### src/hdl/twd_pkg.sv
// Package: shared types, codes and defaults of the tagged work item deque.
`timescale 1ns / 1ps
package twd_pkg;

	localparam int TWD_MAX_DEPTH = 256;
	localparam int TWD_WORD_BITS = 32;

	localparam int ADDR_W = 3;
	localparam logic CFG_IDX_CAPACITY = 1'b0;
	localparam logic [8:0] CAPACITY_RESET = 9'd256;

	localparam logic [2:0] KIND_PUSH_BACK = 3'd0;
	localparam logic [2:0] KIND_PUSH_BACK_ARG = 3'd1;
	localparam logic [2:0] KIND_PUSH_FRONT = 3'd2;
	localparam logic [2:0] KIND_PUSH_FRONT_ARG = 3'd3;

	typedef enum logic [2:0] {
		OP_PUSH_BACK,
		OP_PUSH_BACK_ARG,
		OP_PUSH_FRONT,
		OP_PUSH_FRONT_ARG,
		OP_SCHEDULE
	} twd_op_t;

	typedef enum logic [1:0] {
		ST_PUSHED = 2'd0,
		ST_DISPATCHED = 2'd1,
		ST_EMPTY = 2'd2,
		ST_FULL = 2'd3
	} twd_status_t;

	typedef enum logic [1:0] {
		BS_IDLE,
		BS_PUSH2,
		BS_POP1,
		BS_POP2
	} twd_state_t;

	typedef struct packed {
		twd_status_t status;
		logic [30:0] handle;
		logic signed [31:0] argument;
		logic has_argument;
		logic [8:0] occupancy;
	} twd_result_t;

endpackage

### src/hdl/twd_queue.sv
// Two-entry command queue between the front end and the back end.
`timescale 1ns / 1ps
module twd_queue import twd_pkg::*; #(
	parameter int WORD_BITS = TWD_WORD_BITS
) (
	input  logic                 clk,
	input  logic                 arst_n,
	input  logic                 in_valid,
	output logic                 in_stall,
	input  twd_op_t              in_op,
	input  logic [WORD_BITS-1:0] in_word_a,
	input  logic [WORD_BITS-1:0] in_word_b,
	output logic                 out_valid,
	input  logic                 out_stall,
	output twd_op_t              out_op,
	output logic [WORD_BITS-1:0] out_word_a,
	output logic [WORD_BITS-1:0] out_word_b
);

	twd_op_t              op_q     [2];
	logic [WORD_BITS-1:0] word_a_q [2];
	logic [WORD_BITS-1:0] word_b_q [2];
	logic                 wr_ptr_q;
	logic                 rd_ptr_q;
	logic [1:0]           fill_q;
	logic                 push;
	logic                 pop;

	assign in_stall  = (fill_q == 2'd2);
	assign out_valid = (fill_q != 2'd0);
	assign push      = in_valid && !in_stall;
	assign pop       = out_valid && !out_stall;

	assign out_op     = op_q[rd_ptr_q];
	assign out_word_a = word_a_q[rd_ptr_q];
	assign out_word_b = word_b_q[rd_ptr_q];

	always_ff @(posedge clk or negedge arst_n) begin
		if (!arst_n) begin
			wr_ptr_q <= 1'b0;
			rd_ptr_q <= 1'b0;
			fill_q   <= 2'd0;
		end else begin
			if (push) begin
				wr_ptr_q <= !wr_ptr_q;
			end
			if (pop) begin
				rd_ptr_q <= !rd_ptr_q;
			end
			if (push && !pop) begin
				fill_q <= fill_q + 2'd1;
			end else if (pop && !push) begin
				fill_q <= fill_q - 2'd1;
			end
		end
	end

	always_ff @(posedge clk) begin
		if (push) begin
			op_q[wr_ptr_q]     <= in_op;
			word_a_q[wr_ptr_q] <= in_word_a;
			word_b_q[wr_ptr_q] <= in_word_b;
		end
	end

endmodule

### config.mk
export PLATFORM = sky130hd
export DESIGN_NAME = twd_queue
export DESIGN_NICKNAME = d
export VERILOG_FILES = /design/src/hdl/twd_pkg.sv /design/src/hdl/twd_queue.sv
export SDC_FILE = /design/constraint.sdc
export NUM_CORES = 1
export LEC_CHECK = 0
export BUFFER_PORTS_ARGS = -buffer_cell sky130_fd_sc_hd__clkbuf_2
export CAP_MARGIN = 20
export CORE_MARGIN = 3
export CORE_UTILIZATION = 52
export DETAILED_ROUTE_END_ITERATION = 6
export GPL_TIMING_DRIVEN = 0
export MAX_ROUTING_LAYER = met4
export PLACE_DENSITY = 0.86
export REMOVE_ABC_BUFFERS = 1
export SYNTH_ARGS = -nofsm -noshare
export SYNTH_HDL_FRONTEND = slang
export SYNTH_SLANG_ARGS = --single-unit
### constraint.sdc
create_clock -name clk -period 5.2 [get_ports clk]
set_input_delay 1.04 -clock clk [delete_from_list [all_inputs] [get_ports clk]]
set_output_delay 1.04 -clock clk [all_outputs]
set_load 0.005 [all_outputs]
==> run_results.csv <==
group,metric,value,unit
clocking,clock_latency,0.49,ns
detailed_routing,drt-total-wl,8586,um
clocking,cts.sinks,138,
clocking,cts.path.max_buffers,2,
detailed_routing,routedWlPerCell,16.48,um
finish,fin_cells,521,
floorplanning,die_w,105.3,um
worst_setup_path,reg2reg_from,"fill_q[0]",
global_routing,grt_util_met2,28.60,%
worst_setup_path,crit_slowest_cell,"dfrtp_4",
timing,timing.final.crit_share,57.00,%
placed_design,place_congestion,0.6480,
global_routing,grt_max_degree,68,
timing,hold_violations,0,
global_routing,track_usage,16.95,%
pwr,p_per_area,582.3,mW/mm^2
finish,design.final.nets,453,
detailed_routing,firstDrtPassIters,4,
timing,fmax,0.3374,GHz
timing,whs,0.3518,ns
clocking,ctsHoldBuffers,0,
worst_setup_path,end_kind,"primary output",
worst_setup_path,worstPathCellList,"buf_16 -> mux2_2 -> clkbuf_2",
finish,antennaDiodeCount,0,
yosys,async_flop_share,2.899,%
worst_setup_path,startpoint_type,"register",
floorplanning,io-pin-count,140,
yosys,ys_types,16,
placed_design,hpwl,5688,um
global_routing,met3_usage,5.144,%
yosys,synth_edf_count,134,
worst_setup_path,crit_required,4.16,ns
detailed_routing,via_count,2567,
floorplanning,dieArea,0.01108,sq mm
timing,clock_skew,0.008217,ns
worst_setup_path,crit_type,"reg -> out",
detailed_routing,drt_iter0_drc,85,
detailed_routing,ant_nets,0,
timing,slew_headroom,39.15,%
pwr,irDropWorstVdd,0.0003562,V
timing,min_period,2.964,ns
status,run_status,"complete, no violations",
timing,drv_slew,0,
floorplanning,dieHeight,105.3,um
finish,multi_input_area,934.6,sq um
clocking,cts_tree,"yes",
floorplanning,core_region_area,0.009415,sq mm
worst_setup_path,reg2reg_slack,3.38,ns
worst_setup_path,r2r_end,"word_b_q[0][28]",
placed_design,port_buffers,139,
timing,setup_violations,0,
worst_setup_path,critPathMaxStageDelay,0.57,ns
yosys,yosys_most_used_dff,"edfxtp_1",
yosys,syn_area,0.005126,sq mm
global_routing,grt_pass1_vias,2868,
clocking,cts_setup_buffers,0,
clocking,clkTransAtPathRegs,0.05,ns
clocking,cts-root-buf,"clkbuf_8",
global_routing,top_usage_layer,"met2",
floorplanning,start_util,54.45,%
placed_design,dp.cells,491,
timing,worst_pin_slew,0.9127,ns
yosys,synthCells,228,
finish,regArea,0.004128,sq mm
worst_setup_path,critical_path_buf_inv_count,2,
worst_setup_path,crit_family,"flip-flops",
pwr,leakage,2.612,nW
detailed_routing,drc,0,
global_routing,use_met1,19.67,%
clocking,cts_resized,0,
yosys,synth_seq_cells,138,
finish,fillers,629,
worst_setup_path,arrival,1.92,ns
yosys,seq_area_frac_synth,80.45,%
clocking,htree_levels,4,
floorplanning,row_count,35,
yosys,ys_warn_count,0,
finish,synthToLayoutAreaGrowth,29.14,%
hold_path,worstHoldPathType,"in -> async",
worst_setup_path,r2r_cells,4,
finish,drive_above_1_share,61.73,%
finish,final_common_cell,"clkbuf_2",
global_routing,grt_pass1_wl,13980,um
global_routing,overflow,0,
finish,layout_common_cells,"clkbuf_2, edfxtp_1, mux2_2, mux2_4, clkbuf_16",
global_routing,antenna_found_initial,0,
yosys,syn_avg_cell_area,22.48,sq um
job,drv_cap,0,
timing,grt_setup_unrepaired,"no",
detailed_routing,vias_per_cell,4.927,
clocking,cts_buffers,17,
worst_setup_path,cp_max_fo,54,
synth_stat cells, types with 2 or more instances:
library cell | number | area, sq um
xor2_1 | 2 | 17.52
nor2_1 | 2 | 7.510
edfxtp_1 | 134 | 4024
buf_2 | 4 | 20.02
inv_1 | 2 | 7.510
xnor2_1 | 3 | 26.28
buf_8 | 2 | 30.03
dfrtp_1 | 4 | 100.1
nand2b_1 | 2 | 12.51
mux2_4 | 20 | 300.3
buf_6 | 2 | 22.52
mux2_2 | 47 | 529.3
metal layers:
metal | wire (um) | up-vias
met3 | 522 | 6
li1 | - | 1210
met5 | 0 | -
met2 | 4593 | 93
met4 | 42 | 0
met1 | 3428 | 1258
worst register-to-register path, delay by kind of cell (launching register included):
family,cells,cell delay (ns)
simple gates,3,0.82
flops,1,0.40
buf+inv,1,0.27
area by class of cell:
cell class                      instances  share of cell area [%]
Clock inverter                         12                   3.024
Timing Repair Buffer                  142                   11.64
Clock buffer                           18                   6.313
Multi-Input combinational cell         80                   14.12
Inverter                                2                  0.1134
Sequential cell                       138                   62.35
Tap cell                              129                   2.438
how the worst max path moves through the flow:
| stage | start | end | slack, ns | cells after the start |
|---|---|---|---|---|
| floorplan | in_valid | op_q[0][0] | 0.78 | 2 |
| CTS | rd_ptr_q | out_word_b[19] | 2.19 | 3 |
| global placement | in_valid | word_a_q[0][18] | -0.76 | 3 |
| detailed placement | rd_ptr_q | out_word_b[19] | 2.73 | 3 |
| finish | rd_ptr_q | out_word_a[12] | 2.24 | 3 |
| global route | rd_ptr_q | out_op[0] | 2.14 | 3 |
logic make-up (layout without fill, tap and decap cells):
group,after synthesis,after routing,synth area share [%]
DFF,138,138,80.45
and+or+nand+nor,7,7,0.7079
adders and majority gates,1,1,0.2440
buffers and inverters,10,174,1.562
xor gates and xnor gates,5,5,0.8544
muxes,67,67,16.18
through the flow:
stage	total power [mW]	TNS (ns)	setup WS, ns	area (sq um)	utilization (%)
3_3_place_gp	2.647	-50.47	-0.7566	5911	62.78
3_5_place_dp	2.665	0	2.735	6002	63.75
4_1_cts	3.908	0	2.192	6620	70.31
2_1_floorplan	2.243	0	0.7791	5054	-
6_report	3.855	0	2.236	6620	70.31
5_1_grt	4.056	0	2.141	6620	70.31
report_power, final:
part	switching [mW]	internal, mW	total, mW
registers	0.0904	1.53	1.62
clock network	0.417	0.822	1.24
logic	0.465	0.534	0.999
total	0.973	2.88	3.86
flip-flops by register name, indices dropped and copies added (netlist names):
| signal | cells |
|---|---|
| fill_q | 2 |
| op_q | 6 |
| rd_ptr_q | 1 |
| word_a_q | 64 |
| word_b_q | 64 |
| wr_ptr_q | 1 |
Power figures use the tool's default switching activity.
