===== src/hdl/twd_pkg.sv =====
// Package: shared types, codes and defaults of the tagged work item deque.
`timescale 1ns / 1ps
package twd_pkg;

	localparam int TWD_MAX_DEPTH = 256;
	localparam int TWD_WORD_BITS = 32;

	localparam int ADDR_W = 3;
	localparam logic CFG_IDX_CAPACITY = 1'b0;
	localparam logic [8:0] CAPACITY_RESET = 9'd256;

	localparam logic [2:0] KIND_PUSH_BACK = 3'd0;
	localparam logic [2:0] KIND_PUSH_BACK_ARG = 3'd1;
	localparam logic [2:0] KIND_PUSH_FRONT = 3'd2;
	localparam logic [2:0] KIND_PUSH_FRONT_ARG = 3'd3;

	typedef enum logic [2:0] {
		OP_PUSH_BACK,
		OP_PUSH_BACK_ARG,
		OP_PUSH_FRONT,
		OP_PUSH_FRONT_ARG,
		OP_SCHEDULE
	} twd_op_t;

	typedef enum logic [1:0] {
		ST_PUSHED = 2'd0,
		ST_DISPATCHED = 2'd1,
		ST_EMPTY = 2'd2,
		ST_FULL = 2'd3
	} twd_status_t;

	typedef enum logic [1:0] {
		BS_IDLE,
		BS_PUSH2,
		BS_POP1,
		BS_POP2
	} twd_state_t;

	typedef struct packed {
		twd_status_t status;
		logic [30:0] handle;
		logic signed [31:0] argument;
		logic has_argument;
		logic [8:0] occupancy;
	} twd_result_t;

endpackage


===== src/hdl/twd_front.sv =====
// Front end: decodes the request kind and formats the ring words of an item.
`timescale 1ns / 1ps
module twd_front import twd_pkg::*; #(
	parameter int WORD_BITS = TWD_WORD_BITS
) (
	input  logic                 req_valid,
	output logic                 req_stall,
	input  logic [2:0]           kind,
	input  logic [30:0]          fn_handle,
	input  logic signed [31:0]   argument,
	output logic                 q_valid,
	input  logic                 q_stall,
	output twd_op_t              q_op,
	output logic [WORD_BITS-1:0] q_word_a,
	output logic [WORD_BITS-1:0] q_word_b
);

	logic [31:0]          arg_bits;
	logic [WORD_BITS-1:0] fn_word;
	logic [WORD_BITS-1:0] tag_word;
	logic [WORD_BITS-1:0] arg_word;

	assign arg_bits = argument;
	assign fn_word  = WORD_BITS'(64'(fn_handle));
	assign tag_word = '0 - fn_word;
	assign arg_word = WORD_BITS'(64'(arg_bits));

	assign q_valid   = req_valid;
	assign req_stall = q_stall;

	// word_a goes to the ring first; front pushes write argument, then tag before it
	always_comb begin
		q_op     = OP_SCHEDULE;
		q_word_a = fn_word;
		q_word_b = arg_word;
		unique case (kind)
			KIND_PUSH_BACK: begin
				q_op = OP_PUSH_BACK;
			end
			KIND_PUSH_BACK_ARG: begin
				q_op     = OP_PUSH_BACK_ARG;
				q_word_a = tag_word;
				q_word_b = arg_word;
			end
			KIND_PUSH_FRONT: begin
				q_op = OP_PUSH_FRONT;
			end
			KIND_PUSH_FRONT_ARG: begin
				q_op     = OP_PUSH_FRONT_ARG;
				q_word_a = arg_word;
				q_word_b = tag_word;
			end
			default: begin
				q_op = OP_SCHEDULE;
			end
		endcase
	end

endmodule


===== config.mk =====
export PLATFORM = sky130hd
export DESIGN_NAME = twd_front
export DESIGN_NICKNAME = d
export VERILOG_FILES = /design/src/hdl/twd_pkg.sv /design/src/hdl/twd_front.sv
export SDC_FILE = /design/constraint.sdc
export NUM_CORES = 1
export LEC_CHECK = 0
export ABC_AREA = 1
export BUFFER_PORTS_ARGS = -buffer_cell sky130_fd_sc_hd__buf_2
export CORE_MARGIN = 2
export CORE_UTILIZATION = 40
export DETAILED_ROUTE_END_ITERATION = 8
export PLACE_DENSITY = 0.78
export SYNTH_ARGS = -nofsm -noshare
export SYNTH_HDL_FRONTEND = slang
export SYNTH_SLANG_ARGS = --single-unit

===== constraint.sdc =====
create_clock -name vclk -period 1.62
set_input_delay 0.162 -clock vclk [all_inputs]
set_output_delay 0.162 -clock vclk [all_outputs]
set_load 0.005 [all_outputs]

==> summary.md, run 1 <==
| Metric | Value |
|---|---|
| Final #Nets | `630` |
| First-pass GRT wire length | `11,200 um` |
| Vias per cell | `roughly 4.8` |
| Synth top area share | `0.331` |
| Final Hold Viols | `0` |
| Worst-Margin Slew | `0.326 ns` |
| Final Power | `0.638 mW` |
| Req. time, crit path | `around 1.5 ns` |
| DRT Pass-1 Iters | `5` |
| Residual DRC | `0` |
| Met3 WL | `405 um` |
| Remaining Overflow, GRT | `0` |
| Clock share of power | `0` |
| Max-slew headroom | `0.781` |
| Yosys top cell by area | `nand2_1` |
| Post-Syn Area | `1990 um2` |
| Power density over cell area | `219 nW/um2` |
| I/O Pins | `137` |
| Ant diodes | `0` |
| Iteration-0 DRC Markers | `93` |
| Final core occ | `0.613` |
| DIE AREA | `approximately 5500 um2` |
| Crit path launch | `fn_handle[1]` |
| Vias | `roughly 3,000` |
| Final WL | `about 7000 um` |
| Placed cells | `624` |
| WL met1 | `3320 um` |
| Wire length on met2 | `3300 um` |
| Wire length per cell | `around 11 um` |
| Worst path cell trace | `buf_2 -> inv_2 -> buf_4 -> nand3_4 -> nor2_8 -> nand2_8 -> nor2_4 -> nand2_1 -> nand3_1 -> nand2_1 -> buf_2` |
| Pre-CTS WS | `-0.0560 ns` |
| WS Path Type | `in -> out` |
| Port-buffer cells | `133` |
| Sw Pwr | `0.353 mW` |
| Initial Util | `0.418` |
| Critical Path Source Type | `input port` |
| Top sig layer | `met4` |
| Largest net degree at the start of global routing | `29` |
| Synthesized instance count | `426` |
| Max-cap violations | `0` |
| Row cnt | `25` |
| Yosys Warn Count | `0` |
| Total GRT Usage | `0.243` |
| Vias in the first global route | `2,554` |
| Avg Cell Area, Syn | `4.66 um2` |
| Routed Antenna Nets | `0` |
| Crit path max fanout | `5` |
| Crit path depth | `11` |
| Worst IR Drop VDD | `0.000124 V` |
| Hold depth | `0` |
| Setup violations, final | `0` |
| Most common library cells after synthesis | `nand2_1, inv_1, nor2_1` |
| Die X-Extent | `about 74 um` |
| HPWL after detailed placement | `6010 um` |
| Fmax | `661 MHz` |
| Status | `completed` |
| Finished Layout Cells | `about 630` |
| CP delay by family, top | `simple AND/OR/NAND/NOR gates` |
| Worst Hold Class | `in -> out` |
| P_int | `0.285 mW` |
| Sw Ratio | `0.553` |
| Mapped Nets | `495` |
| Storage element area | `0 um2` |
| Gpl congestion | `0.923` |
| Clkbuf count | `0` |
| Final period util | `0.934` |
| Slowest stage delay, CP | `0.21 ns` |
| Comb power frac | `1.000` |
| Crit path DAT | `1.35 ns` |
| Crit path buf inv count | `4` |
| Top-count cell post-synth | `nand2_1` |
| Share of cells above drive strength 1 | `0.356` |
| Synth area leaders | `nand2_1, nand3_1, inv_1` |
| Hold EP | `q_valid` |
| Core Footprint | `4750 um2` |
| Fin. max-slew vios | `0` |
| Hold Startpoint | `req_valid` |
| Crit path time final | `between 1.5 and 2 ns` |
| Post-synthesis sequential area ratio | `0` |
| Initial antenna violation count | `0` |
| Setup ws final | `approximately 0.11 ns` |
| Netlist cell types | `31` |
| Seq cells | `0` |
| Hold Slack | `0.324 ns` |
| Die Span Y | `74.5 um` |
| Pleak | `1.59 nW` |
| Slowest cell on crit path | `nor2_8` |
| Flop pwr share | `0` |
| Critical Path End Type | `output port` |
| Area grow syn2layout | `46.7%` |
-- worst max path at each step --
stage | to | slack [ns]
final | q_word_a[27] | 0.11
after global routing | q_word_a[26] | -0.02
after CTS | q_word_b[10] | 0.005
after detailed placement | q_word_b[18] | -0.06
after global placement | q_word_b[18] | -0.03
after floorplan | q_word_a[26] | 0.27
-- layout make-up --
class              instances  area [um2]
fillers                  529        1840
inverters                 54         204
well taps                 67        83.8
multi-input cells        354        1790
repair buffers           151         833
-- cell usage in the layout (no fill, tap or decap), types with 6 or more instances in the layout --
master      n
buf_2     133
buf_4      14
inv_1      46
inv_2       7
nand2_1   171
nand2_2     8
nand3_1    39
nor2_1     39
nor2_2     12
nor2_4      8
o21ai_0    24
o21ai_1     8
o21bai_1    6
xor2_1      9
-- per-layer routing --
metal,vias up,GRT usage
li1,1599,-
met4,0,0.0139
met2,108,0.429
met5,-,0
met1,1308,0.346
met3,4,0.00407
-- metrics by stage --
stage / cell area (um2) / TNS, ns
after global routing: 2920 / -0.0448
final: 2920 / 0
after global placement: 2790 / -0.0299
after detailed placement: 2790 / -0.0753
after floorplan: 1990 / 0
after CTS: 2790 / 0
-- cell families after synthesis --
logic type	Yosys count	synth area share
simple gates	289	0.632
fa+ha+maj	1	0.00630
compound gates	51	0.154
buf+inv	72	0.151
xor+xnor	13	0.0573
-- repair_timing --
item	CTS	global route
hold buffers	0	0
pin swaps	0	7
endpoints found under the setup margin	2	30
buffers inserted	0	2
resized for setup	1	30
-- power groups by stage --
stage / Sequential, mW / Clock (mW) / Combinational, mW
after floorplan: 0 / 0 / 0.315
after global placement: 0 / 0 / 0.609
after detailed placement: 0 / 0 / 0.617
after CTS: 0 / 0 / 0.621
after global routing: 0 / 0 / 0.719
final: 0 / 0 / 0.638
Power figures use the tool's default switching activity.
==> run 2: changes to the inputs <==
Settings changed: ABC_AREA 1 to default, PLACE_DENSITY 0.78 to 0.79.
==> run 2 against run 1 <==
  * Flip-flop and latch count stayed put
  * Combinational power up 24%
  * Sequential share of layout area did not move
  * Worst setup slack worse by 0.70 ns
  * The flow now finishes with violations (setup timing)
  * Routed wire length grew 19%
  * Core utilization is 20 points higher
  * Count of clock-buffer cells in the layout unchanged
  * Synthesized area fell by 5.9%
  * Die area down 5.5%
  * Maximum frequency down 32%
  * Via count increased by 6.2%
  * Critical path depth is 4 lower
==> summary.md, run 2 <==
| Metric | Value |
|---|---|
| Status | `finished with violations` |
| Failing checks | `setup timing` |
| Commonest non-fill, non-tap cell in the layout | `buf_2` |
| CP delay by family, top | `simple AND/OR/NAND/NOR gates` |
| DIE AREA | `5240 um2` |
| Avg Cell Area, Syn | `5.79 um2` |
| Critical Path End Type | `output port` |
| P_int | `0.388 mW` |
| Residual DRC | `0` |
| Max-cap violations | `0` |
| Comb power frac | `1.000` |
| Fmax | `452 MHz` |
| Req. time, crit path | `1.46 ns` |
| Setup violations, final | `57` |
| Port-buffer cells | `133` |
| Slowest stage delay, CP | `0.59 ns` |
| Worst IR Drop VDD | `0.000145 V` |
| Crit path buf inv count | `2` |
| Crit path time final | `~2.2 ns` |
| Top-count cell post-synth | `nand2_1` |
| Remaining Overflow, GRT | `0` |
| Worst-Margin Slew | `0.505 ns` |
| Sw Pwr | `0.403 mW` |
| Crit path launch | `fn_handle[14]` |
| Worst path cell trace | `buf_6 -> or4_4 -> or3_4 -> or4_4 -> xnor2_1 -> o21ai_1 -> buf_2` |
| First-pass GRT wire length | `12,500 um` |
| Row cnt | `24` |
| Vias | `3,205` |
| Synth area leaders | `nand2_1, o21ai_0, a21oi_1` |
| Crit path max fanout | `7` |
| Design area | `3590 um2` |
| Synth top area share | `0.126` |
| Share of cells above drive strength 1 | `0.564` |
| Final Power | `around 0.79 mW` |
| Vias in the first global route | `2,838` |
| Worst Hold Class | `in -> out` |
| Flop pwr share | `0` |
| Ant diodes | `0` |
| Initial Util | `0.421` |
| Clkbuf count | `0` |
| Crit path DAT | `2.05 ns` |
| Final WL | `8430 um` |
| Setup ws final | `-0.590 ns` |
| Clock share of power | `0` |
| Initial antenna violation count | `0` |
| DRT Pass-1 Iters | `5` |
| Final Hold Viols | `0` |
| Slowest cell on crit path | `or4_4` |
| Core Footprint | `4440 um2` |
| Dpl cell area | `between 3000 and 4000 um2` |
| Seq cells | `0` |
| Storage element area | `0 um2` |
| Die X-Extent | `72.4 um` |
| Sw Ratio | `0.510` |
| RSZ-0062 raised after global routing | `true` |
| Pleak | `~1.8 nW` |
| Worst Setup EP | `q_word_b[21]` |
| Iteration-0 DRC Markers | `201` |
| Power density over cell area | `220 nW/um2` |
| Hold Slack | `0.324 ns` |
| Gpl congestion | `0.931` |
| Wire length per cell | `15.2 um` |
| Final #Nets | `573` |
| HPWL after detailed placement | `5660 um` |
| Most frequent cells in the layout | `buf_2, buf_4, nand2_1` |
| Netlist cell types | `44` |
| Area grow syn2layout | `92.1%` |
| Most common library cells after synthesis | `nand2_1, o21ai_0, a21oi_1` |
| Yosys top cell by area | `nand2_1` |
| Crit path depth | `7` |
| CP most frequent cell | `or4_4` |
| Fin. max-slew vios | `0` |
| Vias per cell | `5.79` |
| Final period util | `1.36` |
| Mapped Nets | `392` |
| Largest net degree at the start of global routing | `63` |
| Max-slew headroom | `0.659` |
| Total GRT Usage | `0.280` |
| Critical Path Source Type | `input port` |
| Die Span Y | `72.4 um` |
| Yosys Warn Count | `0` |
| Routed Antenna Nets | `0` |
| Post-synthesis sequential area ratio | `0` |
| I/O Pins | `137` |
| # fillers | `293` |
| Post-Syn Area | `~1900 um2` |
| WS Path Type | `in -> out` |
| Pre-CTS WS | `-0.658 ns` |
| Synthesized instance count | `323` |
-- run 2: per-layer routing --
metal  up-vias  global-route usage  part of all wire
met2       153               0.529              0.52
met5         -                   0                 0
met3        24              0.0181             0.064
met1      1488               0.354              0.40
li1       1540                   -                 -
met4         0              0.0412             0.020
-- run 2: metrics by stage --
step / std cells / utilization / TNS [ns]
after global routing: 554 / 0.809 / -26.26
after floorplan: 323 / - / -10.13
after detailed placement: 533 / 0.679 / -22.84
after global placement: 533 / 0.679 / -22.09
final: 554 / 0.809 / -22.02
after CTS: 545 / 0.756 / -21.21
-- run 2: power by group through the flow --
stage | Clock (mW) | Sequential [mW] | Combinational, mW
floorplan | 0 | 0 | 0.328
global placement | 0 | 0 | 0.670
detailed placement | 0 | 0 | 0.687
CTS | 0 | 0 | 0.736
global route | 0 | 0 | 0.860
finish | 0 | 0 | 0.791
-- run 2: cells by family after synthesis --
logic type / synth area share
compound gates: 0.321
xor+xnor: 0.103
fa+ha+maj: 0.00669
buf+inv: 0.0970
mux: 0.0749
simple gates: 0.397
-- run 2: worst min path at each step --
stage,from,endpoint,slack (ns),cells after the start
2_1_floorplan,kind[2],q_op[1],0.35,1
3_3_place_gp,req_valid,q_valid,0.32,0
3_5_place_dp,req_valid,q_valid,0.32,0
4_1_cts,req_valid,q_valid,0.32,0
5_1_grt,req_valid,q_valid,0.32,0
6_report,req_valid,q_valid,0.32,0
-- run 2: layout make-up --
cell class	instances	area, um2	share of cell area
Tap cell	52	65.1	0.0181
Multi-Input combinational cell	285	2050	0.571
Inverter	4	30.0	0.00836
Timing Repair Buffer	213	1450	0.403
-- run 2: timing repair --
action | CTS | global route
setup endpoints to repair | 53 | 55
buffers inserted | 13 | 11
hold buffers | 0 | 0
resized for setup | 72 | 40
pin swaps | 37 | 49
